`config.mk`:
```
export PLATFORM = sky130hd
export DESIGN_NAME = ncm_vector
export DESIGN_NICKNAME = d
export VERILOG_FILES = /design/src/rtl/ncm_pkg.sv /design/src/rtl/ncm_vector.sv
export SDC_FILE = /design/constraint.sdc
export NUM_CORES = 1
export LEC_CHECK = 0
export ABC_AREA = 1
export ABC_CLOCK_PERIOD_IN_PS = 6000
export BUFFER_PORTS_ARGS = -buffer_cell sky130_fd_sc_hd__buf_2
export CAP_MARGIN = 20
export CORE_UTILIZATION = 30
export CTS_CLUSTER_SIZE = 16
export DETAILED_ROUTE_END_ITERATION = 10
export RECOVER_POWER = 50
export SLEW_MARGIN = 20
export SYNTH_ARGS = -nofsm -noshare
export SYNTH_HDL_FRONTEND = slang
export SYNTH_SLANG_ARGS = --single-unit
```
`constraint.sdc`:
```
create_clock -name clk -period 6 [get_ports clk]
set_input_delay 0 -clock clk [delete_from_list [all_inputs] [get_ports clk]]
set_output_delay 0 -clock clk [all_outputs]
set_load 0.03 [all_outputs]
```
`src/rtl/ncm_pkg.sv`:
```
// ----------------------------------------------------------------------------
// ncm_pkg
// Shared widths, codes and stage payload types of the normalization cube map
// texel generator.
// ----------------------------------------------------------------------------
package ncm_pkg;

    localparam int MAX_SIDE = 1024;
    localparam int SIDE_MIN = 2;

    localparam int CFG_W   = 11;
    localparam int FACE_W  = 3;
    localparam int COORD_W = 10;
    localparam int TEXEL_W = 32;
    localparam int CH_W    = 8;

    localparam int LANES  = 3;
    localparam int MAG_W  = $clog2(MAX_SIDE);
    localparam int VEC_W  = MAG_W + 2;
    localparam int SQ_W   = 2 * MAG_W;
    localparam int LEN_W  = SQ_W + 2;
    localparam int RHS_W  = SQ_W + 16;
    localparam int Q_W    = CH_W - 1;
    localparam int PROD_W = LEN_W + 2 * Q_W;
    localparam int LIN_W  = LEN_W + Q_W;

    localparam logic [CFG_W-1:0] SIDE_RESET = CFG_W'(256);
    localparam logic [MAG_W-1:0] D_RESET    = MAG_W'(255);

    localparam logic [FACE_W-1:0] FACE_X_POS = FACE_W'(0);
    localparam logic [FACE_W-1:0] FACE_X_NEG = FACE_W'(1);
    localparam logic [FACE_W-1:0] FACE_Y_POS = FACE_W'(2);
    localparam logic [FACE_W-1:0] FACE_Y_NEG = FACE_W'(3);
    localparam logic [FACE_W-1:0] FACE_Z_POS = FACE_W'(4);
    localparam logic [FACE_W-1:0] FACE_Z_NEG = FACE_W'(5);

    localparam logic [CH_W-1:0] ALPHA_OPAQUE = 8'hFF;

    typedef struct packed {
        logic             neg;
        logic [MAG_W-1:0] mag;
    } comp_t;

    typedef struct packed {
        logic                  bad;
        comp_t [LANES-1:0]     comp;
    } vec_t;

    typedef struct packed {
        logic             neg;
        logic [RHS_W-1:0] rhs;
    } lane_in_t;

    typedef struct packed {
        logic                  bad;
        logic [LEN_W-1:0]      len;
        lane_in_t [LANES-1:0]  lane;
    } norm_t;

endpackage

```
`src/rtl/ncm_vector.sv`:
```
// ----------------------------------------------------------------------------
// ncm_vector
// First pipeline stage: clamps the texel coordinates, forms the integer
// direction for the face and splits each component into sign and magnitude.
// ----------------------------------------------------------------------------
module ncm_vector (
    input  logic                        clk,
    input  logic                        rst_n,
    input  logic [ncm_pkg::MAG_W-1:0]   side_d,
    input  logic                        in_valid,
    output logic                        in_ready,
    input  logic [ncm_pkg::FACE_W-1:0]  face,
    input  logic [ncm_pkg::COORD_W-1:0] column,
    input  logic [ncm_pkg::COORD_W-1:0] row,
    output logic                        out_valid,
    input  logic                        out_ready,
    output ncm_pkg::vec_t               out_vec
);
    import ncm_pkg::*;

    function automatic comp_t to_comp(logic signed [VEC_W-1:0] v);
        comp_t            c;
        logic [VEC_W-1:0] a;
        a = v[VEC_W-1] ? VEC_W'(-v) : VEC_W'(v);
        c.neg = v[VEC_W-1];
        c.mag = a[MAG_W-1:0];
        return c;
    endfunction

    logic                    valid_reg;
    vec_t                    vec_reg;
    vec_t                    vec_next;
    logic [MAG_W-1:0]        col_c;
    logic [MAG_W-1:0]        row_c;
    logic signed [VEC_W-1:0] dp;
    logic signed [VEC_W-1:0] dn;
    logic signed [VEC_W-1:0] sp;
    logic signed [VEC_W-1:0] sn;
    logic signed [VEC_W-1:0] tp;
    logic signed [VEC_W-1:0] tn;
    logic signed [VEC_W-1:0] vx;
    logic signed [VEC_W-1:0] vy;
    logic signed [VEC_W-1:0] vz;

    assign in_ready  = !valid_reg || out_ready;
    assign out_valid = valid_reg;
    assign out_vec   = vec_reg;

    always_comb
    begin
        col_c = (MAG_W'(column) > side_d) ? side_d : MAG_W'(column);
        row_c = (MAG_W'(row) > side_d) ? side_d : MAG_W'(row);
        dp    = signed'({2'b00, side_d});
        dn    = -dp;
        sp    = signed'({1'b0, col_c, 1'b0}) - dp;
        sn    = -sp;
        tp    = signed'({1'b0, row_c, 1'b0}) - dp;
        tn    = -tp;
        vec_next.bad = 1'b0;
        vx = '0;
        vy = '0;
        vz = '0;
        case (face)
            FACE_X_POS:
            begin
                vx = dp; vy = tn; vz = sn;
            end
            FACE_X_NEG:
            begin
                vx = dn; vy = tn; vz = sp;
            end
            FACE_Y_POS:
            begin
                vx = sp; vy = dp; vz = tp;
            end
            FACE_Y_NEG:
            begin
                vx = sp; vy = dn; vz = tn;
            end
            FACE_Z_POS:
            begin
                vx = sp; vy = tn; vz = dp;
            end
            FACE_Z_NEG:
            begin
                vx = sn; vy = tn; vz = dn;
            end
            default:
            begin
                vec_next.bad = 1'b1;
            end
        endcase
        vec_next.comp[0] = to_comp(vx);
        vec_next.comp[1] = to_comp(vy);
        vec_next.comp[2] = to_comp(vz);
    end

    always_ff @(posedge clk or negedge rst_n)
    begin
        if (!rst_n)
        begin
            valid_reg <= 1'b0;
        end
        else if (in_ready)
        begin
            valid_reg <= in_valid;
        end
    end

    always_ff @(posedge clk)
    begin
        if (in_ready && in_valid)
        begin
            vec_reg <= vec_next;
        end
    end

endmodule

```
==> qor.yml <==
synth_nets: 983
grt_pass1_vias: 5366
clock_sinks: 35
nNetsFinal: 1049
critPathLaunch: "side_d[7]"
timing.rr.start: "out_valid$_DFFE_PN0N_"
hold_ws_ps: -7.133
reg2reg_to: "out_vec[12]$_DFFE_PP_"
fp.coreArea_um2: 17960
rrSetupSlack_ps: 4020
slew_headroom: 0.1122
cts.htree.levels: 2
num_vias: 5937
slew_violations: 0
post-cts-setup-buffers: 0
holdCritStartpoint: "out_ready"
status: "finished, violations left"
detail_route.vias_per_cell: 4.964
wl_per_cell_um: 13.45
use_met3: 0.01840
met2_usage: 0.2809
initial_core_util: 0.3052
die_y_um: 137.2
yosysTopAreaCell: "nand2_1"
area_growth_pct: 11.98
cts.clk_slew.worst_paths_ps: 50
final_cell_mix: "nand2_1 (301), inv_1 (122), nand3_1 (120)"
num_rows: 49
critical_path_arrival_ps: 4240
grt_overflow: 0
antenna_left: 0
yosys_register_bits: 35
wirelength_um: 16080
p_per_area_nw_per_um2: 225.8
die_area_um2: 18820
endpoint: "out_vec[31]$_DFFE_PP_"
grt_max_degree: 35
place.port_buffers: 72
timing.final.crit_share: 0.7014
path_class: "input port to register"
r2r_cells: 2
grt_pass1_wl_um: 25760
io_pins: 73
post_dp_cell_area_um2: 6015
yosys_warnings: 0
hold_path.class: "input port to register"
cp-end-kind: "register"
place_congestion: 0.9322
antenna_found_initial: 0
final_common_cell: "nand2_1"
met1_usage: 0.2426
drcViolationCount: 0
cts_tree: "done"
syn_area_um2: 5483
p_leak_nw: 3.140
root_buffer: "clkbuf_16"
yosys.area.top_type_share: 0.2061
worst_pin_slew_ps: 1332
crit_required_ps: 6030
hold_viol_final: 1
rsz0062_at_grt: "false"
first_pass_iters: 5
synthTopCellsByArea: "nand2_1 (21%), edfxtp_1 (19%), nand3_1 (11%)"
clk_path_buf_depth: 2
tns_ps: 0
clkLatencyLatePin_ps: 280
numCtsBuffers: 5
fin_crit_ps: 4208
die_w_um: 137.2
drive_gt1_frac: 0.1127
final_area_um2: 6140
setup_viol: 0
fin_worst_skew_ps: 2.250
synth_cell_types: 41
busiest_layer: "met2"
grt_usage: 0.1748
crit_path_max_fanout: 20
seq_area_frac_synth: 0.1908
max-cap-violations: 0
avgSynthCellArea_um2: 6.092
syn_inst: 900
hpwl_um: 13080
ir_drop_mv: 0.1768
violations: "hold timing"
cp-start-kind: "input port"
drt_iter0_drc: 383
antenna_cells: 0
max_freq_mhz: 237.6
-- metrics by stage --
stage	worst slack, ps	std cells	hold WS, ps	util	power, mW
6_report	1792	1196	-7.133	0.3418	1.386
5_1_grt	1240	1196	42.49	0.3418	1.510
4_1_cts	1818	1195	18.11	0.3435	1.394
3_5_place_dp	1515	1185	-224.2	0.3348	1.152
3_3_place_gp	1606	1185	-223.5	0.3348	1.144
2_1_floorplan	2402	900	-295.6	-	0.9687
-- repair_timing --
action	in CTS	in global routing
hold endpoints to repair	2	0
hold buffers	2	0
resized for setup	0	0
-- flip-flops by register name (all words and copies together) (netlist names) --
signal and count:
out_valid 1, out_vec 34
-- kinds of logic (layout without fill, tap and decap cells) --
family                     Yosys count  after routing  share of synthesized area
AOI/OAI and AO/OA                   84             84                    0.09014
xor gates and xnor gates            19             19                    0.03172
adders and majority gates           46             46                     0.1077
buffers and inverters              154            221                     0.1180
DFF                                 35             35                     0.1908
and+or+nand+nor                    562            562                     0.4617
-- Yosys cell counts, drive strengths merged --
library cell  instances
a21o                  3
a21oi                24
and2                  1
buf                  14
clkbuf                2
clkinv                4
dfrtp                 1
edfxtp               34
fa                    2
ha                   44
inv                 134
nand2               316
nand3               134
nand3b                6
nand4                12
nor2                 86
nor3                  6
o21ai                44
o21bai                4
o221ai                3
o22ai                 6
or2                   1
xnor2                 7
xor2                 12
-- worst max-delay path: stages --
cell,delay [ps]
buf_2,110
clkinv_1,340
ha_1,450
nand2_1,50
nor2_1,170
nand3_1,100
nand3_1,130
nand2_1,320
nand2_1,150
o21ai_0,110
ha_1,510
nand3_2,140
nand2_2,150
nand2_1,100
nand2_1,90
nand2_1,50
nand2_1,220
nor2_1,110
nor3_1,290
nand2_1,140
nor2_1,210
nand3_1,130
nand3_1,90
nand2_1,60
-- how the worst min path moves through the flow --
stage	endpoint	cells after the start
after floorplan	out_valid$_DFFE_PN0N_	0
after global placement	out_valid$_DFFE_PN0N_	1
after detailed placement	out_valid$_DFFE_PN0N_	1
after CTS	out_valid$_DFFE_PN0N_	2
after global routing	out_valid$_DFFE_PN0N_	2
final	out_valid$_DFFE_PN0N_	4
-- cell type report --
class,count,area [µm²]
Tap cell,229,286.5
Fill cell,2049,11820
Clock buffer,6,128.9
Multi-Input combinational cell,711,3790
Timing Repair Buffer,75,360.3
Clock inverter,2,7.507
Sequential cell,35,1046
Inverter,138,520.5
-- routing by layer --
| layer | wire length, µm | up-vias |
|---|---|---|
| met5 | 0 | - |
| met4 | 397 | 0 |
| met3 | 1055 | 27 |
| met2 | 6831 | 206 |
| met1 | 7796 | 2655 |
| li1 | - | 3049 |
-- report_power, final --
group	total, mW	switching, mW	internal, mW
combinational	0.822	0.573	0.249
clock	0.237	0.0863	0.151
sequential	0.328	0.00790	0.320
total	1.39	0.667	0.720
Note: power is estimated with default switching activity, not from simulation.
