`config.mk`:
```
export PLATFORM = sky130hd
export DESIGN_NAME = ncm_square
export DESIGN_NICKNAME = d
export VERILOG_FILES = /design/src/rtl/ncm_pkg.sv /design/src/rtl/ncm_square.sv
export SDC_FILE = /design/constraint.sdc
export NUM_CORES = 1
export LEC_CHECK = 0
export BUFFER_PORTS_ARGS = -buffer_cell sky130_fd_sc_hd__buf_2
export CAP_MARGIN = 20
export CORE_UTILIZATION = 45
export CTS_CLUSTER_SIZE = 8
export DETAILED_ROUTE_END_ITERATION = 10
export PLACE_DENSITY_LB_ADDON = 0.15
export SETUP_SLACK_MARGIN = 0.15
export SKIP_LAST_GASP = 1
export SLEW_MARGIN = 20
export SYNTH_ARGS = -nofsm -noshare
export SYNTH_HDL_FRONTEND = slang
export SYNTH_SLANG_ARGS = --single-unit
```
`constraint.sdc`:
```
create_clock -name clk -period 5.05 [get_ports clk]
set_clock_uncertainty 0.2 [all_clocks]
set_input_delay 0.7575 -clock clk [delete_from_list [all_inputs] [get_ports clk]]
set_output_delay 0.7575 -clock clk [all_outputs]
set_load 0.005 [all_outputs]
```
`src/rtl/ncm_pkg.sv`:
```
// ----------------------------------------------------------------------------
// ncm_pkg
// Shared widths, codes and stage payload types of the normalization cube map
// texel generator.
// ----------------------------------------------------------------------------
package ncm_pkg;

    localparam int MAX_SIDE = 1024;
    localparam int SIDE_MIN = 2;

    localparam int CFG_W   = 11;
    localparam int FACE_W  = 3;
    localparam int COORD_W = 10;
    localparam int TEXEL_W = 32;
    localparam int CH_W    = 8;

    localparam int LANES  = 3;
    localparam int MAG_W  = $clog2(MAX_SIDE);
    localparam int VEC_W  = MAG_W + 2;
    localparam int SQ_W   = 2 * MAG_W;
    localparam int LEN_W  = SQ_W + 2;
    localparam int RHS_W  = SQ_W + 16;
    localparam int Q_W    = CH_W - 1;
    localparam int PROD_W = LEN_W + 2 * Q_W;
    localparam int LIN_W  = LEN_W + Q_W;

    localparam logic [CFG_W-1:0] SIDE_RESET = CFG_W'(256);
    localparam logic [MAG_W-1:0] D_RESET    = MAG_W'(255);

    localparam logic [FACE_W-1:0] FACE_X_POS = FACE_W'(0);
    localparam logic [FACE_W-1:0] FACE_X_NEG = FACE_W'(1);
    localparam logic [FACE_W-1:0] FACE_Y_POS = FACE_W'(2);
    localparam logic [FACE_W-1:0] FACE_Y_NEG = FACE_W'(3);
    localparam logic [FACE_W-1:0] FACE_Z_POS = FACE_W'(4);
    localparam logic [FACE_W-1:0] FACE_Z_NEG = FACE_W'(5);

    localparam logic [CH_W-1:0] ALPHA_OPAQUE = 8'hFF;

    typedef struct packed {
        logic             neg;
        logic [MAG_W-1:0] mag;
    } comp_t;

    typedef struct packed {
        logic                  bad;
        comp_t [LANES-1:0]     comp;
    } vec_t;

    typedef struct packed {
        logic             neg;
        logic [RHS_W-1:0] rhs;
    } lane_in_t;

    typedef struct packed {
        logic                  bad;
        logic [LEN_W-1:0]      len;
        lane_in_t [LANES-1:0]  lane;
    } norm_t;

endpackage

```
`src/rtl/ncm_square.sv`:
```
// ----------------------------------------------------------------------------
// ncm_square
// Two pipeline stages: squares of the component magnitudes, then the squared
// length and the scaled square 65025*c*c of each component.
// ----------------------------------------------------------------------------
module ncm_square (
    input  logic           clk,
    input  logic           rst_n,
    input  logic           in_valid,
    output logic           in_ready,
    input  ncm_pkg::vec_t  in_vec,
    output logic           out_valid,
    input  logic           out_ready,
    output ncm_pkg::norm_t out_norm
);
    import ncm_pkg::*;

    typedef struct packed {
        logic                        bad;
        logic [LANES-1:0]            neg;
        logic [LANES-1:0][SQ_W-1:0]  sq;
    } sq_stage_t;

    logic      a_valid_reg;
    logic      b_valid_reg;
    logic      a_ready;
    logic      b_ready;
    sq_stage_t a_reg;
    sq_stage_t a_next;
    norm_t     b_reg;
    norm_t     b_next;

    assign b_ready   = !b_valid_reg || out_ready;
    assign a_ready   = !a_valid_reg || b_ready;
    assign in_ready  = a_ready;
    assign out_valid = b_valid_reg;
    assign out_norm  = b_reg;

    always_comb
    begin
        a_next.bad = in_vec.bad;
        for (int i = 0; i < LANES; i++)
        begin
            a_next.neg[i] = in_vec.comp[i].neg;
            a_next.sq[i]  = SQ_W'(in_vec.comp[i].mag) * SQ_W'(in_vec.comp[i].mag);
        end
    end

    always_comb
    begin
        b_next.bad = a_reg.bad;
        b_next.len = LEN_W'(a_reg.sq[0]) + LEN_W'(a_reg.sq[1]) + LEN_W'(a_reg.sq[2]);
        for (int i = 0; i < LANES; i++)
        begin
            // 65025 = 2^16 - 2^9 + 1
            b_next.lane[i].neg = a_reg.neg[i];
            b_next.lane[i].rhs = (RHS_W'(a_reg.sq[i]) << 16) - (RHS_W'(a_reg.sq[i]) << 9)
                                 + RHS_W'(a_reg.sq[i]);
        end
    end

    always_ff @(posedge clk or negedge rst_n)
    begin
        if (!rst_n)
        begin
            a_valid_reg <= 1'b0;
            b_valid_reg <= 1'b0;
        end
        else
        begin
            if (a_ready)
            begin
                a_valid_reg <= in_valid;
            end
            if (b_ready)
            begin
                b_valid_reg <= a_valid_reg;
            end
        end
    end

    always_ff @(posedge clk)
    begin
        if (a_ready && in_valid)
        begin
            a_reg <= a_next;
        end
        if (b_ready && a_valid_reg)
        begin
            b_reg <= b_next;
        end
    end

endmodule

```
==> results.txt, run 1 <==
DP Cell Count: 2,936
initial antenna violation count: 0
via/cell ratio: 5.22
Worst-Skew Late Latency: 0.47 ns
CP endpoint kind: flop
Critical Path Start Type: input pin
fin cells: 2,972
CP required: 5.07 ns
drt pass-1 iters: 7
Worst path most repeated cell: fa_1
status: completed
Area Overhead vs Synth: 18.5%
CTS tree: built
I/O pin cnt: 174
Crit path max-delay family: adder cells
Worst-path clk slew: 0.08 ns
port bufs: 170
largest net degree at the start of global routing: 70
Hold Crit Start: a_reg[61]$_DFFE_PP_
Synth warnings: 0
Buf/Inv on CP: 1
first-pass GRT wire length: 80,500 microns
crit path to: a_reg[17]$_DFFE_PP_
post-route setup TNS: 0 ns
CTS Buffer Depth: 2
initial core utilization: 0.460
Tmin final: 4.97 ns
crit-path max cell delay: 0.57 ns
Tot GR Track Use: 0.215
Rows: 78
Max Cap Violations: 0
Setup CP Type: input pin to flop
Slew headroom: 0.411
Tightest Hold Check Type: flop to flop
worst reg2reg setup slack: 0.93 ns
fraction of registers with async set/reset: 0.0103
part of the cycle the worst path needs: 0.985
die area: 0.0475 sq mm
Die Span Y: 218 microns
WL/cell: 16.9 microns
CTS Buf Count: 17
Finished Core Util: 0.545
synthesized cell area: 0.0210 sq mm
Critical Path Start: in_vec[5]
clk root buf: clkbuf_16
Critical Path Fanout Max: 7
Core Footprint: 0.0457 sq mm
Seq cells post-synth: 194
Post-synth top flop: edfxtp_1
Seq/Total Area, Yosys: 0.277
worst-path cell chain: buf_12 -> and2_4 -> fa_1 -> fa_1 -> ha_4 -> fa_1 -> fa_1 -> ha_4 -> and2_4 -> o21ai_2 -> o21ai_2 -> o311a_1 -> o2111ai_2 -> nand2_1 -> a21oi_2 -> o21ai_1 -> xor2_1
CTS H-Tree Depth: 4
Routed WL: 50,100 microns
fraction of layout cells with a size suffix above 1: 0.212
reg2reg path depth: 13
number of remaining DRC errors: 0
Synth cell types: 83
vias in the first global route: 15,700
Die X: 218 microns
HPWL Detailed: 41,800 microns
total vias in the final route: 15,500
Nets: 2,883
ant diodes: 0
syn_area_per_cell: 10.3 sq um
grt ovf: 0
slowest CP cell: fa_1
Post-Synthesis Cells: 2,035
max-slew violations: 0
worst slew pin tran: 0.884 ns
initial DRC count: 854
final setup vio count: 0
Post-synth EDFFs: 192
Largest register FFs: 131
worst path arrival time: 4.99 ns
Final Hold Vio Count: 0
Routability Congestion: 0.885
Min Hold Slack: 0.224 ns
RSZ-0062 raised after global routing: yes
Final ANT Viol Nets: 0
RR Startpoint: a_reg[16]$_DFFE_PP_
critical path depth: 17
clk sinks: 194
fmax: 201 MHz
worst reg2reg endpoint: out_norm[35]$_DFFE_PP_
[cell families after synthesis]
kind of cell    count (synthesis)  synth area share
compound gates                422             0.130
xor+xnor                      172            0.0717
fa+ha+maj                     486             0.350
buf+inv                       313            0.0577
flops                         194             0.277
mux                             6           0.00316
other cells                     1          0.000179
simple gates                  441             0.110
[worst register-to-register path, delay by kind of cell, from the launching register on]
kind	cells	cell delay (ns)
AND/OR/NAND/NOR	3	0.43
flip-flops	1	0.60
AO/OA/AOI/OAI	5	1.30
buffers and inverters	2	0.23
adder cells (fa/ha/maj)	2	0.87
XOR/XNOR	1	0.28
[final cells by class]
type	instances	area, sq um
Inverter	283	1060
Clock buffer	17	425
Timing Repair Buffer	330	2120
Sequential cell	194	5820
Clock inverter	15	163
Fill cell	4105	20800
Multi-Input combinational cell	1533	14600
Tap cell	600	751
[worst min path at each step]
stage / to / slack [ns] / cells past startpoint
2_1_floorplan: out_norm[110]$_DFFE_PP_ / 0.20 / 0
3_3_place_gp: out_norm[73]$_DFFE_PP_ / 0.21 / 0
3_5_place_dp: out_norm[133]$_DFFE_PP_ / 0.22 / 0
4_1_cts: out_norm[73]$_DFFE_PP_ / 0.23 / 0
5_1_grt: out_norm[73]$_DFFE_PP_ / 0.24 / 0
6_report: out_norm[73]$_DFFE_PP_ / 0.22 / 0
[stage by stage]
step	setup slack, ns	cell area [sq um]
global route	-0.0557	24900
detailed placement	-0.448	24000
finish	0.0768	24900
global placement	-0.371	24000
CTS	0.122	24600
floorplan	-0.232	21500
[routing by layer]
| metal | vias up | GRT usage | share of wire |
|---|---|---|---|
| met1 | 7496 | 0.296 | 0.47 |
| met4 | 0 | 0.0552 | 0.015 |
| met2 | 308 | 0.358 | 0.48 |
| li1 | 7685 | - | - |
| met3 | 38 | 0.0247 | 0.035 |
| met5 | - | 0 | 0 |
[synth_stat cells, drive strengths merged, types with 55 or more instances]
master	instances	area (sq um)
a21o	61	458
a21oi	155	798
and2	98	613
edfxtp	192	5770
fa	170	3400
ha	316	3950
inv	283	1060
nand2	125	472
nor2	55	206
o21ai	76	403
xnor2	112	981
xor2	60	526
[what timing repair did]
action                     CTS  global route
pin swaps                   10            60
hold buffers                 1             0
setup buffers                1             2
setup endpoints to repair    7            23
gates resized for setup      4            72
hold endpoints to repair     2             0
[cell usage in the layout (no fill, tap or decap), drive strengths merged, types with 28 or more instances in the layout]
cell type and n:
a21oi 155, edfxtp 192, o21ai 76, fa 170
inv 291, buf 324, o21bai 28, xnor2 112
nand3 32, nand2 125, xor2 60, and2 98
ha 316, nor2 55, a21o 61
Power of run 1 is not shown: default switching activity piles up to over one toggle a cycle in this logic, so the estimate is an artifact.
==> inputs of run 2 (changes only) <==
- SETUP_SLACK_MARGIN: 0.15 -> 0.2
==> run 2 against run 1 <==
  * Maximum frequency rose by 0.93%
  * Core utilization rose by 0.96 points
  * Via count increased by 0.91%
  * Die area unchanged
  * First-iteration DRC count fell by 7.3%
  * Sequential share of layout area fell by 0.40 points
==> results.txt, run 2 (synthesized netlist as in run 1, its figures left out) <==
number of remaining DRC errors: 0 (unchanged)
setup ws final: 0.123 ns (+0.0458 ns)
status: completed
port bufs: 170 (unchanged)
Tmin final: 4.93 ns (-0.0458 ns)
Final Hold Vio Count: 0 (unchanged)
Die X: 218 microns (unchanged)
multi-input logic area: 0.0148 sq mm (+1.4%)
fillers: 3,997 (-2.6%)
Tightest Hold Check Type: flop to flop
max-slew violations: 0 (unchanged)
initial DRC count: 792 (-7.3%)
worst slew pin tran: 1.00 ns (+0.118 ns)
met1 Use GR: 0.299 (+0.00282)
part of the cycle the worst path needs: 0.976 (-0.00907)
Slew headroom: 0.332 (-0.0784)
Die Span Y: 218 microns (unchanged)
ant diodes: 0 (unchanged)
CP required: 5.07 ns (about the same)
initial core utilization: 0.460 (unchanged)
clk root buf: clkbuf_16
I/O pin cnt: 174 (unchanged)
CP endpoint kind: flop
Routability Congestion: 0.900 (+1.8%)
CTS tree: built
RSZ-0062 raised after global routing: yes
clk sinks: 194 (unchanged)
total vias in the final route: 15,700 (+0.91%)
Tot GR Track Use: 0.219 (+0.00349)
Nets: 2,892 (+0.31%)
CTS Buf Count: 17 (unchanged)
via/cell ratio: 5.26 (+0.61%)
fraction of layout cells with a size suffix above 1: 0.233 (+0.0210)
Most Used Layer, Global Route: met2
Largest register FFs: 131 (unchanged)
final setup vio count: 0 (unchanged)
GR Layer Usage met2: 0.364 (+0.00550)
initial antenna violation count: 0 (unchanged)
fmax: 203 MHz (+0.93%)
GR Util met3: 0.0259 (+0.00126)
Final ANT Viol Nets: 0 (unchanged)
most common cell after layout, fill and taps aside: ha_1
vias in the first global route: 15,800 (+0.73%)
Critical Path Fanout Max: 6 (-1)
dpl ws: -0.501 ns (-0.0527 ns)
worst path arrival time: 4.95 ns (-0.04 ns)
Rows: 78 (unchanged)
Min Hold Slack: 0.225 ns (+0.000824 ns)
CTS Buffer Depth: 2 (unchanged)
Routed WL: 50,700 microns (+1.3%)
Setup CP Type: input pin to flop
Sequential Area: 0.00582 sq mm (unchanged)
commonest non-fill, non-tap cells in the layout: 287 x ha_1, 261 x inv_1, 192 x edfxtp_1, 163 x buf_4, 159 x fa_1
drt pass-1 iters: 5 (-2)
CTS H-Tree Depth: 4 (unchanged)
Critical Path Start Type: input pin
first-pass GRT wire length: 81,700 microns (+1.4%)
WL/cell: 17.0 microns (+0.95%)
Worst-path clk slew: 0.08 ns (about the same)
largest net degree at the start of global routing: 93 (+33%)
Area Overhead vs Synth: 20.6%
Max Cap Violations: 0 (unchanged)
grt ovf: 0 (unchanged)
die area: 0.0475 sq mm (unchanged)
Worst-Skew Late Latency: 0.47 ns (about the same)
Core Footprint: 0.0457 sq mm (unchanged)
HPWL Detailed: 41,800 microns (about the same)
## run 2: cell count changes in the layout (fill, tap and decap cells not counted), moves of 5 or more
cell     delta
buf_6      +18
inv_1      -11
inv_2      +11
buf_2      -10
nand2_1     -9
and2_1      -7
and2_4      +7
a21oi_1     -5
nand2_2     +5
## run 2: final timing paths
| path | start | end | slack (ns) | cells past startpoint |
|---|---|---|---|---|
| setup reg to reg | a_reg[16]$_DFFE_PP_ | out_norm[35]$_DFFE_PP_ | 0.90 | 13 |
| hold / removal | a_reg[61]$_DFFE_PP_ | out_norm[73]$_DFFE_PP_ | 0.22 | 0 |
| setup / recovery | in_vec[1] | a_reg[17]$_DFFE_PP_ | 0.12 | 17 |
| hold reg to reg | a_reg[61]$_DFFE_PP_ | out_norm[73]$_DFFE_PP_ | 0.22 | 0 |
| min in group asynchronous | rst_n | out_valid$_DFFE_PN0P_ | 0.40 | 2 |
| max in group asynchronous | rst_n | a_valid_reg$_DFFE_PN0N_ | 4.15 | 2 |
## run 2: per-stage QoR
stage	setup TNS, ns	std cells	area (sq um)	utilization
final	0	2981	25300	0.555
after global routing	-0.120	2981	25300	0.555
after CTS	0	2972	24800	0.542
after detailed placement	-6.29	2937	24000	0.526
after global placement	-4.71	2937	24000	0.526
after floorplan	-1.19	2040	21500	-
## run 2: area by class of cell
type / count / share of cell area
Multi-Input combinational cell: 1533 / 0.583
Sequential cell: 194 / 0.230
Timing Repair Buffer: 339 / 0.0920
Inverter: 283 / 0.0419
Tap cell: 600 / 0.0296
Clock buffer: 17 / 0.0168
Clock inverter: 15 / 0.00741
## run 2: critical path, stage by stage
cell	delay [ns]
buf_12	0.11
and2_4	0.15
fa_1	0.51
fa_1	0.45
ha_4	0.26
fa_1	0.48
fa_1	0.57
ha_4	0.22
and2_4	0.15
o21ai_2	0.13
o21ai_2	0.09
o311a_1	0.40
o2111ai_2	0.21
nand2_2	0.09
a21oi_2	0.15
o21ai_1	0.08
xor2_1	0.14
## run 2: repair_timing
action,4_1_cts,5_1_grt
pin swaps,27,85
setup buffers,2,9
hold buffers,1,0
gates resized for setup,26,133
endpoints found under the hold margin,2,0
setup endpoints to repair,8,20
gates cloned,0,0
## run 2: metal layers
metal  vias up  part of all wire  wire length, microns
li1       7706                 -                     -
met1      7578              0.46                 23300
met2       339              0.48                 24300
met3        46             0.042                  2130
met4         0             0.020                  1010
met5         -                 0                     0
Power of run 2 is left out for the same reason.
==> inputs of run 3 (changes only) <==
- GPL_TIMING_DRIVEN: default -> 0
==> run 3 against run 2 <==
  * Final area down 1.7%
  * Register-to-register slack about the same
  * First-iteration DRC count up 0.51%
  * Maximum frequency down 2.4%
  * Via count down 1.7%
==> results.txt, run 3 (synthesized netlist as in run 1, its figures left out) <==
CTS H-Tree Depth: 4 (unchanged)
max-slew violations: 0 (unchanged)
post-route setup TNS: 0 ns (unchanged)
CTS tree: built
initial core utilization: 0.460 (unchanged)
fraction of layout cells with a size suffix above 1: 0.203 (-0.0301)
initial antenna violation count: 0 (unchanged)
largest net degree at the start of global routing: 55 (-41%)
DP Cell Count: 2,811 (-4.3%)
worst reg2reg setup slack: 0.91 ns (about the same)
crit path to: a_reg[17]$_DFFE_PP_
grt ovf: 0 (unchanged)
Area Overhead vs Synth: 18.5%
total vias in the final route: 15,400 (-1.7%)
Worst-Skew Late Latency: 0.46 ns (about the same)
final setup vio count: 0 (unchanged)
Worst path most repeated cell: fa_1
HPWL Detailed: 40,900 microns (-2.2%)
Critical Path Start: in_vec[1]
slowest CP cell: fa_1
Nets: 2,807 (-2.9%)
Die X: 218 microns (unchanged)
Die Span Y: 218 microns (unchanged)
Tot GR Track Use: 0.214 (-0.00475)
WL/cell: 17.4 microns (+2.5%)
worst-path cell chain: buf_8 -> buf_8 -> and2_4 -> fa_1 -> fa_1 -> ha_4 -> fa_1 -> fa_1 -> ha_4 -> and2_4 -> o21ai_2 -> o21ai_2 -> o311a_1 -> o2111ai_1 -> nand2_1 -> a21oi_2 -> o21ai_1 -> xor2_1
Worst-path clk slew: 0.07 ns (about the same)
RSZ-0062 raised after global routing: yes
initial DRC count: 796 (+0.51%)
multi-input logic area: 0.0149 sq mm (+0.76%)
status: completed
clk sinks: 194 (unchanged)
RR Startpoint: a_reg[16]$_DFFE_PP_
Hold Crit Start: a_reg[61]$_DFFE_PP_
Routed WL: 50,500 microns (-0.42%)
port bufs: 168 (-1.2%)
Tightest Hold Check Type: flop to flop
CTS Buf Count: 17 (unchanged)
Core Footprint: 0.0457 sq mm (unchanged)
fin cells: 2,896 (-2.9%)
Rows: 78 (unchanged)
vias in the first global route: 15,600 (-1.3%)
ant diodes: 0 (unchanged)
worst slew pin tran: 0.638 ns (-0.364 ns)
I/O pin cnt: 174 (unchanged)
worst path arrival time: 5.05 ns (+0.10 ns)
CTS Buffer Depth: 2 (unchanged)
crit-path max cell delay: 0.56 ns (about the same)
commonest non-fill, non-tap cells in the layout: 283 x ha_1, 263 x inv_1, 192 x edfxtp_1, 157 x fa_1, 144 x buf_2
reg2reg path depth: 13 (unchanged)
Sequential Area: 0.00582 sq mm (unchanged)
via/cell ratio: 5.32 (+1.2%)
Routability Congestion: 0.898 (-0.23%)
Final ANT Viol Nets: 0 (unchanged)
most common cell after layout, fill and taps aside: ha_1
worst reg2reg endpoint: out_norm[35]$_DFFE_PP_
drt pass-1 iters: 5 (unchanged)
Tmin final: 5.05 ns (+0.122 ns)
fillers: 4,038 (+1.0%)
Max Cap Violations: 0 (unchanged)
number of remaining DRC errors: 0 (unchanged)
Critical Path Fanout Max: 3 (-3)
Largest register FFs: 131 (unchanged)
die area: 0.0475 sq mm (unchanged)
CP required: 5.05 ns (-0.02 ns)
Setup CP Type: input pin to flop
Critical Path Start Type: input pin
first-pass GRT wire length: 79,200 microns (-3.0%)
Final Hold Vio Count: 0 (unchanged)
Slew headroom: 0.575 (+0.242)
fmax: 198 MHz (-2.4%)
CP endpoint kind: flop
clk root buf: clkbuf_16
part of the cycle the worst path needs: 1.00 (+0.0242)
[run 3: cell types whose count changed in the layout (fill, tap and decap cells not counted), moves of 4 or more]
cell	delta
buf_6	-5
inv_6	-5
ha_4	+5
clkbuf_16	+5
buf_4	-106
ha_1	-4
clkinv_2	+4
inv_2	-5
buf_8	+5
nand2_2	-4
clkbuf_8	+4
clkinv_8	-4
clkbuf_1	+10
[run 3: per-layer routing]
layer / GRT usage / vias up / part of all wire
met1: 0.279 / 7512 / 0.45
li1: - / 7553 / -
met3: 0.0287 / 49 / 0.041
met5: 0 / - / 0
met4: 0.0629 / 0 / 0.020
met2: 0.367 / 290 / 0.49
[run 3: stage by stage]
step / instance area, sq um / util / worst slack [ns] / hold slack (ns)
final: 24900 / 0.545 / 0.000343 / 0.230
after global routing: 24900 / 0.545 / -0.124 / 0.248
after CTS: 24200 / 0.530 / -0.110 / 0.223
after detailed placement: 23200 / 0.508 / -0.661 / 0.207
after global placement: 23100 / 0.506 / -1.01 / 0.206
after floorplan: 21500 / - / -0.232 / 0.200
[run 3: what timing repair did]
action,CTS,global route
cloned,0,1
hold buffers,1,0
setup endpoints to repair,14,22
endpoints found under the hold margin,2,0
resized for setup,63,112
pin swaps,68,104
buffers inserted,27,24
[run 3: area by class of cell]
| type | instances | share of cell area |
|---|---|---|
| Multi-Input combinational cell | 1533 | 0.597 |
| Sequential cell | 194 | 0.234 |
| Timing Repair Buffer | 224 | 0.0599 |
| Inverter | 283 | 0.0430 |
| Tap cell | 600 | 0.0302 |
| Clock buffer | 20 | 0.0175 |
| Buffer | 30 | 0.0130 |
| Clock inverter | 12 | 0.00533 |
[run 3: worst min path at each step]
stage,endpoint,slack (ns),depth (start not counted)
floorplan,out_norm[110]$_DFFE_PP_,0.20,0
global placement,out_norm[73]$_DFFE_PP_,0.21,0
detailed placement,out_norm[73]$_DFFE_PP_,0.21,0
CTS,out_norm[73]$_DFFE_PP_,0.22,0
global route,out_norm[73]$_DFFE_PP_,0.25,0
finish,out_norm[73]$_DFFE_PP_,0.23,0
[run 3: worst max-delay path: cells and delay by family]
family	cells	cell delay [ns]
AO/OA/AOI/OAI	6	1.02
XOR/XNOR	1	0.16
adder cells (fa/ha/maj)	6	2.46
buffers and inverters	2	0.21
AND/OR/NAND/NOR	3	0.43
Power of run 3 is left out for the same reason.
